$ cat config.mk
export PLATFORM = sky130hd
export DESIGN_NAME = scrolling_bitmap_led_matrix_render
export DESIGN_NICKNAME = d
export VERILOG_FILES = /design/src/sv/sbl_render_pkg.sv /design/src/sv/scrolling_bitmap_led_matrix_render.sv
export SDC_FILE = /design/constraint.sdc
export NUM_CORES = 1
export LEC_CHECK = 0
export BUFFER_PORTS_ARGS = -buffer_cell sky130_fd_sc_hd__buf_4
export CAP_MARGIN = 0
export CORE_AREA = 2 2 264 136
export DETAILED_ROUTE_END_ITERATION = 10
export DIE_AREA = 0 0 266 138
export PLACE_DENSITY_LB_ADDON = 0.05
export SYNTH_ARGS = -nofsm -noshare
export SYNTH_HDL_FRONTEND = slang
export SYNTH_SLANG_ARGS = --single-unit
$ cat constraint.sdc
create_clock -name clock -period 3.55 [get_ports clock]
set_input_delay 0.1775 -clock clock [delete_from_list [all_inputs] [get_ports clock]]
set_output_delay 0.1775 -clock clock [all_outputs]
set_load 0.02 [all_outputs]
$ cat src/sv/sbl_render_pkg.sv
// Shared constants, command and state codes, and transfer payload types.
`timescale 1ns / 1ps
package sbl_render_pkg;

   localparam int MAP_ROWS     = 16;
   localparam int MAX_COLUMNS  = 16;
   localparam int TEXT_ROWS    = 5;
   localparam int LABEL_ROW    = MAP_ROWS - 1;
   localparam int DATA_ROWS    = MAP_ROWS - 1;
   localparam int ROW_ADDR_W   = $clog2(DATA_ROWS);
   localparam int COL_IDX_W    = $clog2(MAX_COLUMNS);
   localparam int COL_CNT_W    = $clog2(MAX_COLUMNS + 1);
   localparam int TEXT_IDX_W   = $clog2(TEXT_ROWS);
   localparam logic [7:0] LABEL_RED = 8'd156;

   typedef enum logic [2:0] {
      CMD_CLEAR  = 3'd0,
      CMD_LOAD   = 3'd1,
      CMD_SHIFT  = 3'd2,
      CMD_SET    = 3'd3,
      CMD_RENDER = 3'd4
   } cmd_type;

   typedef enum logic [2:0] {
      CSR_FG_RED      = 3'd0,
      CSR_FG_GREEN    = 3'd1,
      CSR_FG_BLUE     = 3'd2,
      CSR_BACKGROUND  = 3'd3,
      CSR_TEXT_TOP    = 3'd4,
      CSR_ROWS_IN_USE = 3'd5,
      CSR_COLS_IN_USE = 3'd6
   } csr_index_type;

   typedef enum logic [2:0] {
      ST_IDLE,
      ST_RMW_READ,
      ST_RMW_WRITE,
      ST_RENDER_LOAD,
      ST_RENDER_EMIT
   } state_type;

   typedef struct packed {
      logic [2:0] command;
      logic [4:0] column_bits;
      logic       column_is_label;
      logic [3:0] row_index;
      logic [3:0] bit_index;
   } req_type;

   typedef struct packed {
      logic [7:0] led_address;
      logic [7:0] red;
      logic [7:0] green;
      logic [7:0] blue;
      logic       last;
   } rsp_type;

endpackage

$ cat src/sv/scrolling_bitmap_led_matrix_render.sv
// Scrolling bitmap LED matrix renderer: bitmap store, command sequencer, pixel output.
`timescale 1ns / 1ps
// Holds a 15-row pixel bitmap in a registered-read RAM plus a label plane in
// flops. Clear and label-plane updates finish in the accept cycle. Load column
// and shift left read, then write back, each text row in the map and skip the
// rows outside it. Set bit reads and writes back one row. Render row fetches
// the row from RAM, then emits one pixel per cycle while the result side does
// not stall; the single output register sets that pace.
// One command is worked on at a time; req_stall is high while it runs.
module scrolling_bitmap_led_matrix_render (
   input  logic                   clock,
   input  logic                   reset,
   input  logic                   req_valid,
   output logic                   req_stall,
   input  sbl_render_pkg::req_type req_data,
   output logic                   rsp_valid,
   input  logic                   rsp_stall,
   output sbl_render_pkg::rsp_type rsp_data,
   input  logic                   csr_we,
   input  logic [2:0]             csr_index,
   input  logic [7:0]             csr_wdata
);
   import sbl_render_pkg::*;

   logic [MAX_COLUMNS-1:0] mem [0:DATA_ROWS-1];
   logic [MAX_COLUMNS-1:0] mem_rd_ff;
   logic [DATA_ROWS-1:0]   row_valid_ff;
   logic [MAX_COLUMNS-1:0] label_ff;

   logic [7:0] fg_red_ff, fg_green_ff, fg_blue_ff, background_ff;
   logic [3:0] text_top_ff, rows_in_use_ff;
   logic [4:0] columns_in_use_ff;

   state_type state_ff, state_in;
   req_type   cmd_ff;
   logic [TEXT_IDX_W-1:0] idx_ff;
   logic [ROW_ADDR_W-1:0] addr_ff;
   logic [MAX_COLUMNS-1:0] line_ff;
   logic [7:0] base_ff;
   logic [COL_CNT_W-1:0] cols_ff;
   logic [COL_CNT_W-1:0] col_ff;
   logic rsp_valid_ff;
   rsp_type rsp_ff;

   logic req_accept, slot_free;
   logic rd_en, wr_en, emit;
   logic [ROW_ADDR_W-1:0] rd_addr;
   logic [4:0] rmw_row;
   logic rmw_last;
   logic [COL_CNT_W-1:0] cols_sat;
   logic render_ok;
   logic [MAX_COLUMNS-1:0] old_row, new_row;
   logic [COL_CNT_W-1:0] pos_full, off;
   logic [COL_IDX_W-1:0] pos;
   logic [8:0] product;
   logic pix_data, pix_label;

   assign req_accept = req_valid && !req_stall;
   assign req_stall  = (state_ff != ST_IDLE);
   assign slot_free  = !rsp_valid_ff || !rsp_stall;
   assign rsp_valid  = rsp_valid_ff;
   assign rsp_data   = rsp_ff;

   assign cols_sat = (columns_in_use_ff > COL_CNT_W'(MAX_COLUMNS)) ?
                     COL_CNT_W'(MAX_COLUMNS) : COL_CNT_W'(columns_in_use_ff);
   assign render_ok = (req_data.row_index < rows_in_use_ff) &&
                      (32'(req_data.row_index) < DATA_ROWS) && (cols_sat != '0);

   assign rmw_row  = (cmd_ff.command == CMD_SET) ? {1'b0, cmd_ff.row_index} :
                     ({1'b0, text_top_ff} + 5'(idx_ff));
   assign rmw_last = (cmd_ff.command == CMD_SET) ||
                     (idx_ff == TEXT_IDX_W'(TEXT_ROWS - 1));

   assign old_row = row_valid_ff[addr_ff] ? mem_rd_ff : '0;
   always_comb begin
      case (cmd_ff.command)
         CMD_LOAD:  new_row = {old_row[MAX_COLUMNS-1:1], cmd_ff.column_bits[idx_ff]};
         CMD_SHIFT: new_row = {old_row[MAX_COLUMNS-2:0], 1'b0};
         default:   new_row = old_row | (MAX_COLUMNS'(1) << cmd_ff.bit_index);
      endcase
   end

   assign pos_full  = COL_CNT_W'(MAX_COLUMNS) - col_ff;
   assign pos       = pos_full[COL_IDX_W-1:0];
   assign off       = cmd_ff.row_index[0] ? (col_ff - COL_CNT_W'(1)) : (cols_ff - col_ff);
   assign product   = 9'(cols_sat) * 9'(req_data.row_index);
   assign pix_data  = line_ff[pos];
   assign pix_label = label_ff[pos];

   always_comb begin
      state_in = state_ff;
      rd_en    = 1'b0;
      rd_addr  = addr_ff;
      wr_en    = 1'b0;
      emit     = 1'b0;
      unique case (state_ff)
         ST_IDLE: begin
            if (req_accept) begin
               unique case (req_data.command)
                  CMD_LOAD, CMD_SHIFT: state_in = ST_RMW_READ;
                  CMD_SET: begin
                     if (32'(req_data.row_index) < DATA_ROWS) state_in = ST_RMW_READ;
                  end
                  CMD_RENDER: begin
                     if (render_ok) begin
                        rd_en    = 1'b1;
                        rd_addr  = req_data.row_index[ROW_ADDR_W-1:0];
                        state_in = ST_RENDER_LOAD;
                     end
                  end
                  default: state_in = ST_IDLE;
               endcase
            end
         end
         ST_RMW_READ: begin
            if (32'(rmw_row) < DATA_ROWS) begin
               rd_en    = 1'b1;
               rd_addr  = rmw_row[ROW_ADDR_W-1:0];
               state_in = ST_RMW_WRITE;
            end else if (rmw_last) begin
               state_in = ST_IDLE;
            end
         end
         ST_RMW_WRITE: begin
            wr_en    = 1'b1;
            state_in = rmw_last ? ST_IDLE : ST_RMW_READ;
         end
         ST_RENDER_LOAD: state_in = ST_RENDER_EMIT;
         ST_RENDER_EMIT: begin
            if (slot_free) begin
               emit = 1'b1;
               if (col_ff == cols_ff) state_in = ST_IDLE;
            end
         end
         default: state_in = ST_IDLE;
      endcase
   end

   always_ff @(posedge clock) begin
      if (reset) begin
         state_ff <= ST_IDLE;
      end else begin
         state_ff <= state_in;
      end
   end

   // bitmap RAM
   always_ff @(posedge clock) begin
      if (wr_en) begin
         mem[addr_ff] <= new_row;
      end
      if (rd_en) begin
         mem_rd_ff <= mem[rd_addr];
      end
   end

   always_ff @(posedge clock) begin
      if (reset) begin
         row_valid_ff <= '0;
         label_ff     <= '0;
      end else begin
         if (req_accept && req_data.command == CMD_CLEAR) begin
            row_valid_ff <= '0;
            label_ff     <= '0;
         end else if (wr_en) begin
            row_valid_ff[addr_ff] <= 1'b1;
         end
         if (req_accept) begin
            case (req_data.command)
               CMD_LOAD:  label_ff[0] <= req_data.column_is_label;
               CMD_SHIFT: label_ff <= {label_ff[MAX_COLUMNS-2:0], 1'b0};
               CMD_SET: begin
                  if (32'(req_data.row_index) == LABEL_ROW) begin
                     label_ff[req_data.bit_index] <= 1'b1;
                  end
               end
               default: ;
            endcase
         end
      end
   end

   always_ff @(posedge clock) begin
      if (reset) begin
         fg_red_ff         <= 8'd0;
         fg_green_ff       <= 8'd0;
         fg_blue_ff        <= 8'd0;
         background_ff     <= 8'd40;
         text_top_ff       <= 4'd0;
         rows_in_use_ff    <= 4'd14;
         columns_in_use_ff <= 5'd15;
      end else if (csr_we) begin
         case (csr_index)
            CSR_FG_RED:      fg_red_ff         <= csr_wdata;
            CSR_FG_GREEN:    fg_green_ff       <= csr_wdata;
            CSR_FG_BLUE:     fg_blue_ff        <= csr_wdata;
            CSR_BACKGROUND:  background_ff     <= csr_wdata;
            CSR_TEXT_TOP:    text_top_ff       <= csr_wdata[3:0];
            CSR_ROWS_IN_USE: rows_in_use_ff    <= csr_wdata[3:0];
            CSR_COLS_IN_USE: columns_in_use_ff <= csr_wdata[4:0];
            default:         fg_red_ff         <= fg_red_ff;
         endcase
      end
   end

   always_ff @(posedge clock) begin
      if (req_accept) begin
         cmd_ff  <= req_data;
         cols_ff <= cols_sat;
         base_ff <= product[7:0];
      end
      if (req_accept) begin
         idx_ff <= '0;
      end else if ((state_ff == ST_RMW_WRITE ||
                   (state_ff == ST_RMW_READ && state_in == ST_RMW_READ)) && !rmw_last) begin
         idx_ff <= idx_ff + TEXT_IDX_W'(1);
      end
      if (rd_en) begin
         addr_ff <= rd_addr;
      end
      if (state_ff == ST_RENDER_LOAD) begin
         line_ff <= old_row;
         col_ff  <= COL_CNT_W'(1);
      end else if (emit) begin
         col_ff <= col_ff + COL_CNT_W'(1);
      end
      if (emit) begin
         rsp_ff.led_address <= base_ff + 8'(off);
         rsp_ff.last        <= (col_ff == cols_ff);
         if (!pix_data) begin
            rsp_ff.red   <= background_ff;
            rsp_ff.green <= background_ff;
            rsp_ff.blue  <= background_ff;
         end else if (pix_label) begin
            rsp_ff.red   <= LABEL_RED;
            rsp_ff.green <= 8'd0;
            rsp_ff.blue  <= 8'd0;
         end else begin
            rsp_ff.red   <= fg_red_ff;
            rsp_ff.green <= fg_green_ff;
            rsp_ff.blue  <= fg_blue_ff;
         end
      end
   end

   always_ff @(posedge clock) begin
      if (reset) begin
         rsp_valid_ff <= 1'b0;
      end else if (emit) begin
         rsp_valid_ff <= 1'b1;
      end else if (!rsp_stall) begin
         rsp_valid_ff <= 1'b0;
      end
   end

endmodule
==> impl_summary.md <==
STA
Derived from the worst setup path, the maximum achievable clock frequency is 291 MHz. The slew of the pin with the lowest slew margin is 1.16 ns. The headroom to the max-slew limit is 0.218. The final worst slack is 0.113 ns.

The number of pins exceeding their max-slew limit in the final report came to 0. Setup repair after global routing could not meet its margin everywhere. The setup TNS is 0 ns.

The clock arrives with 0.0210 ns of skew. Final hold analysis gives a worst-case slack of 0.0381 ns. The smallest clock period supported by the final layout is computed as 3.44 ns. The count of endpoints failing hold in the final timing report is 0. Setup violations remaining at the end of the flow were counted as 0. In the finished design, the share of the clock period the worst path needs comes to 0.968.

Setup path
The nature of the critical path startpoint is a register. The start point of the critical path is text_top_ff[0]. The number of cell instances on the worst register-to-register path is 12. The kind of cell with the highest combined delay along the critical path is compound AO/OA/AOI/OAI gates. In this run the critical register-to-register path is launched from text_top_ff[0].

The maximum fanout count along the critical path is 23. The slack of the worst reg-to-reg path is 0.11 ns. Walking the worst path, the cells encountered are ha_1, fa_2, xor2_2, and3_1, o21a_2, a211oi_4, nor3_4, buf_12, buf_12, a41o_1, or4b_1, o211ai_1. Among all stages on the critical path, the largest delay is contributed by or4b_1. The critical path buffer and inverter count is 2. For the worst setup path, the data required time is 3.94 ns. The sort of element at the end of the critical path is a register. The type of the worst setup path is register to register. The worst register-to-register path ends at mem_rd_ff[5]. The most frequent cell on the critical path is buf_12. The peak per-stage delay on the critical path is 0.53 ns. The data arrival time of the worst path is 3.83 ns.

Floorplanning
The floorplan step set the die height to 138 µm. The initialized floorplan defines 49 standard-cell rows. The floorplan step defined a die boundary enclosing 0.0367 mm².

The die outline width is 266 µm. Pin placement for this block handled 68 I/O pins. The total area inside the core boundary comes to 0.0348 mm².

The starting density of the core is 0.544.

Clocking
The total clock sinks is 426. The number of H-tree branching levels is 2. At the later pin of the worst-skew pair, clock insertion delay measures 0.56 ns.

The maximum clock path buffer count is 3. Buffers inserted during clock tree synthesis total 39. The cell sitting at the root of the clock tree is a clkbuf_16. Clock-pin slew was measured on the worst setup and hold paths at 0.07 ns.

The TritonCTS clock tree is yes.

Synthesis
The synthesized design contains 426 register bits. The most used flip-flop cell after synthesis is edfxtp_1. The number of nets handed over by synthesis was 1549. The count of flip-flops with a built-in enable after synthesis is 338. Synthesis produced a netlist whose cell count is 1477. The share of Yosys cell area claimed by the top area cell type is 0.536. The netlist uses 69 different library cells. Dividing the synthesized area by the synthesized cell count gives 12.8 µm².

The synthesized cell area is 0.0189 mm². Yosys attributes the largest share of cell area to edfxtp_1 (54%), dfxtp_1 (9.3%), nand2_1 (2.8%), mux2i_1 (2.3%), nor2_1 (2.0%). Of all cell types, the one taking the most synthesized area is edfxtp_1. The share of the yosys chip area belonging to registers is 0.629. The proportion of register bits with asynchronous set or reset after synthesis is 0. The number of synthesis warnings is 0.

Placement
Including well taps, the total number of placed cells is 2014. Once detailed placement completed, the half-perimeter wirelength came to 36600 µm. Routability-driven placement finished with a final weighted congestion of 0.904. The worst setup slack after placement is -0.0808 ns. After detailed placement, the total cell area comes to 0.0206 mm².

During placement, the flow inserted port buffers numbering 67.

Global routing
Entering global routing, the biggest net connects 66 pins. The via count of the first global-routing pass is 12.2k. The number of antenna violations at the first check in global routing was 0. The leftover overflow at the end of global routing is 0.

The first global-routing pass estimated 78400 µm of wire. Across every metal layer, demand over resource in global routing totals 0.285.

Drt
The via density per instance is 6.22. Wires add up to 52200 µm. The routed length per instance is 24.8 µm. The routed layout has 13.1k vias.

The DRC violations left is 0. The violation count after the first detailed-routing iteration is 1496. The count of TritonRoute iterations in the first routing pass is 5. The detail route stage leaves a number of antenna-violating nets equal to 0.

Cells and area
The flip-flop and latch area is 0.0119 mm². The area overhead of the layout relative to synthesis is 17.1%. The area of the multi-input gates is 0.00660 mm². Of the cells placed in the final design, the portion with a size suffix greater than 1 is 0.184. For this run, the post-layout net count is 1692.

The number of cells in the finished layout apart from fillers is 2109. Once layout is complete, the utilization of the core stands at 0.637. The final cell area excluding filler cells is 0.0222 mm².

After filler insertion, the fill cell instance count of the layout stands at 2700.

Min path
The kind of path behind the tightest hold check is input port to register. The count of cells along the worst hold path is 2. The endpoint with the worst hold slack is cmd_ff[5].

The launch point of the worst hold path is req_data[5].

Power and ir drop
Across the VDD grid, the largest voltage drop is 0.378 mV. The total design power is 12.1 mW. The standby leakage power is 8.09 nW. The power density over the cells is 547 mW/mm².

Flow run
The number of max-cap violations is 0.

Outcome
The flow ran to the end, and the final reports show no timing, DRC or antenna violations.
## layout by cell type, fill, tap and decap left out, types with 10 or more instances in the layout
cell type,n
a311o_1,16
o2111ai_1,16
nor2_1,93
buf_12,13
dfxtp_1,88
edfxtp_1,338
or4b_1,16
o31ai_1,34
a21o_1,28
inv_1,51
nor2b_1,21
nand2_1,143
clkinv_1,12
mux2_2,16
o31a_1,33
nand2b_1,12
o21a_1,16
clkbuf_16,40
and2_1,30
xnor2_1,15
ha_1,30
mux4_2,14
mux2i_1,44
dlygate4sd3_1,23
buf_4,159
nor3_1,12
a41o_1,16
nand4_1,25
a21oi_1,74
o21ai_0,21
xor2_1,10
nor2_2,10
a2111oi_0,21
o211ai_1,17
## worst register-to-register path, stage by stage (launching register included)
cell and delay, ns:
dfxtp_1 0.32, ha_1 0.23, fa_2 0.40, xor2_2 0.21, and3_1 0.21, o21a_2 0.24
a211oi_4 0.35, nor3_4 0.10, buf_12 0.18, buf_12 0.18, a41o_1 0.24, or4b_1 0.53
o211ai_1 0.10
## worst max path at each step
stage	end	cells after the start
5_1_grt	mem_rd_ff[7]	13
3_3_place_gp	mem_rd_ff[14]	13
3_5_place_dp	mem_rd_ff[5]	13
6_report	mem_rd_ff[5]	12
2_1_floorplan	mem_rd_ff[5]	13
4_1_cts	mem_rd_ff[5]	13
## logic make-up after synthesis
kind of cell	count (synthesis)	synth area share
simple gates	403	0.105
xor+xnor	26	0.0120
buf+inv	148	0.0320
mux	74	0.0494
flops	426	0.629
compound gates	361	0.144
fa+ha+maj	39	0.0293
## where the power goes
group	internal [mW]	switching (mW)	total [mW]
clock	2.24	1.87	4.10
sequential	5.60	0.110	5.71
combinational	0.965	1.36	2.32
total	8.80	3.33	12.1
## flip-flops by register name, indices dropped and copies added (netlist names)
signal,count
mem,240
rsp_data,33
cmd_ff,16
label_ff,16
line_ff,16
mem_rd_ff,16
row_valid_ff,15
background_ff,8
base_ff,8
fg_blue_ff,8
fg_green_ff,8
fg_red_ff,8
col_ff,5
cols_ff,5
columns_in_use_ff,5
addr_ff,4
rows_in_use_ff,4
text_top_ff,4
idx_ff,3
state_ff,3
rsp_valid,1
## repair_timing
| item | in CTS | in global routing |
|---|---|---|
| hold buffers | 23 | 0 |
| gates cloned | 0 | 0 |
| setup buffers | 0 | 1 |
| endpoints found under the setup margin | 7 | 17 |
| pin swaps | 1 | 4 |
| resized for setup | 3 | 32 |
| endpoints found under the hold margin | 52 | 0 |
## metal layers
metal  up-vias  GRT usage  share of wire
met5         -          0              0
met4         0     0.0485          0.013
met2       648      0.344           0.37
li1       5932          -              -
met1      6486      0.491           0.50
met3        51     0.0873           0.12
## cell type report
cell class / count / share of cell area
clock inverter: 21 / 0.00716
clock buffer: 49 / 0.0471
sequential: 426 / 0.537
timing repair buffer: 196 / 0.0764
multi-input combinational: 903 / 0.297
tap: 459 / 0.0259
antenna: 1 / 0.000113
inverter: 54 / 0.00925
## cells in the mapped netlist (17+ instances only)
cell type  number
and2_1         30
nor3_1         17
mux2i_1        44
nor2b_1        25
o21a_1         17
nor2_1        103
a21oi_1        75
ha_1           30
o211ai_1       17
clkbuf_1       63
o31ai_1        34
nand2_1       143
o31a_1         33
a21o_1         28
nand4_1        25
buf_2          22
inv_1          51
o21ai_0        24
dfxtp_1        88
a2111oi_0      34
edfxtp_1      338
Note: power is estimated with default switching activity, not from simulation.
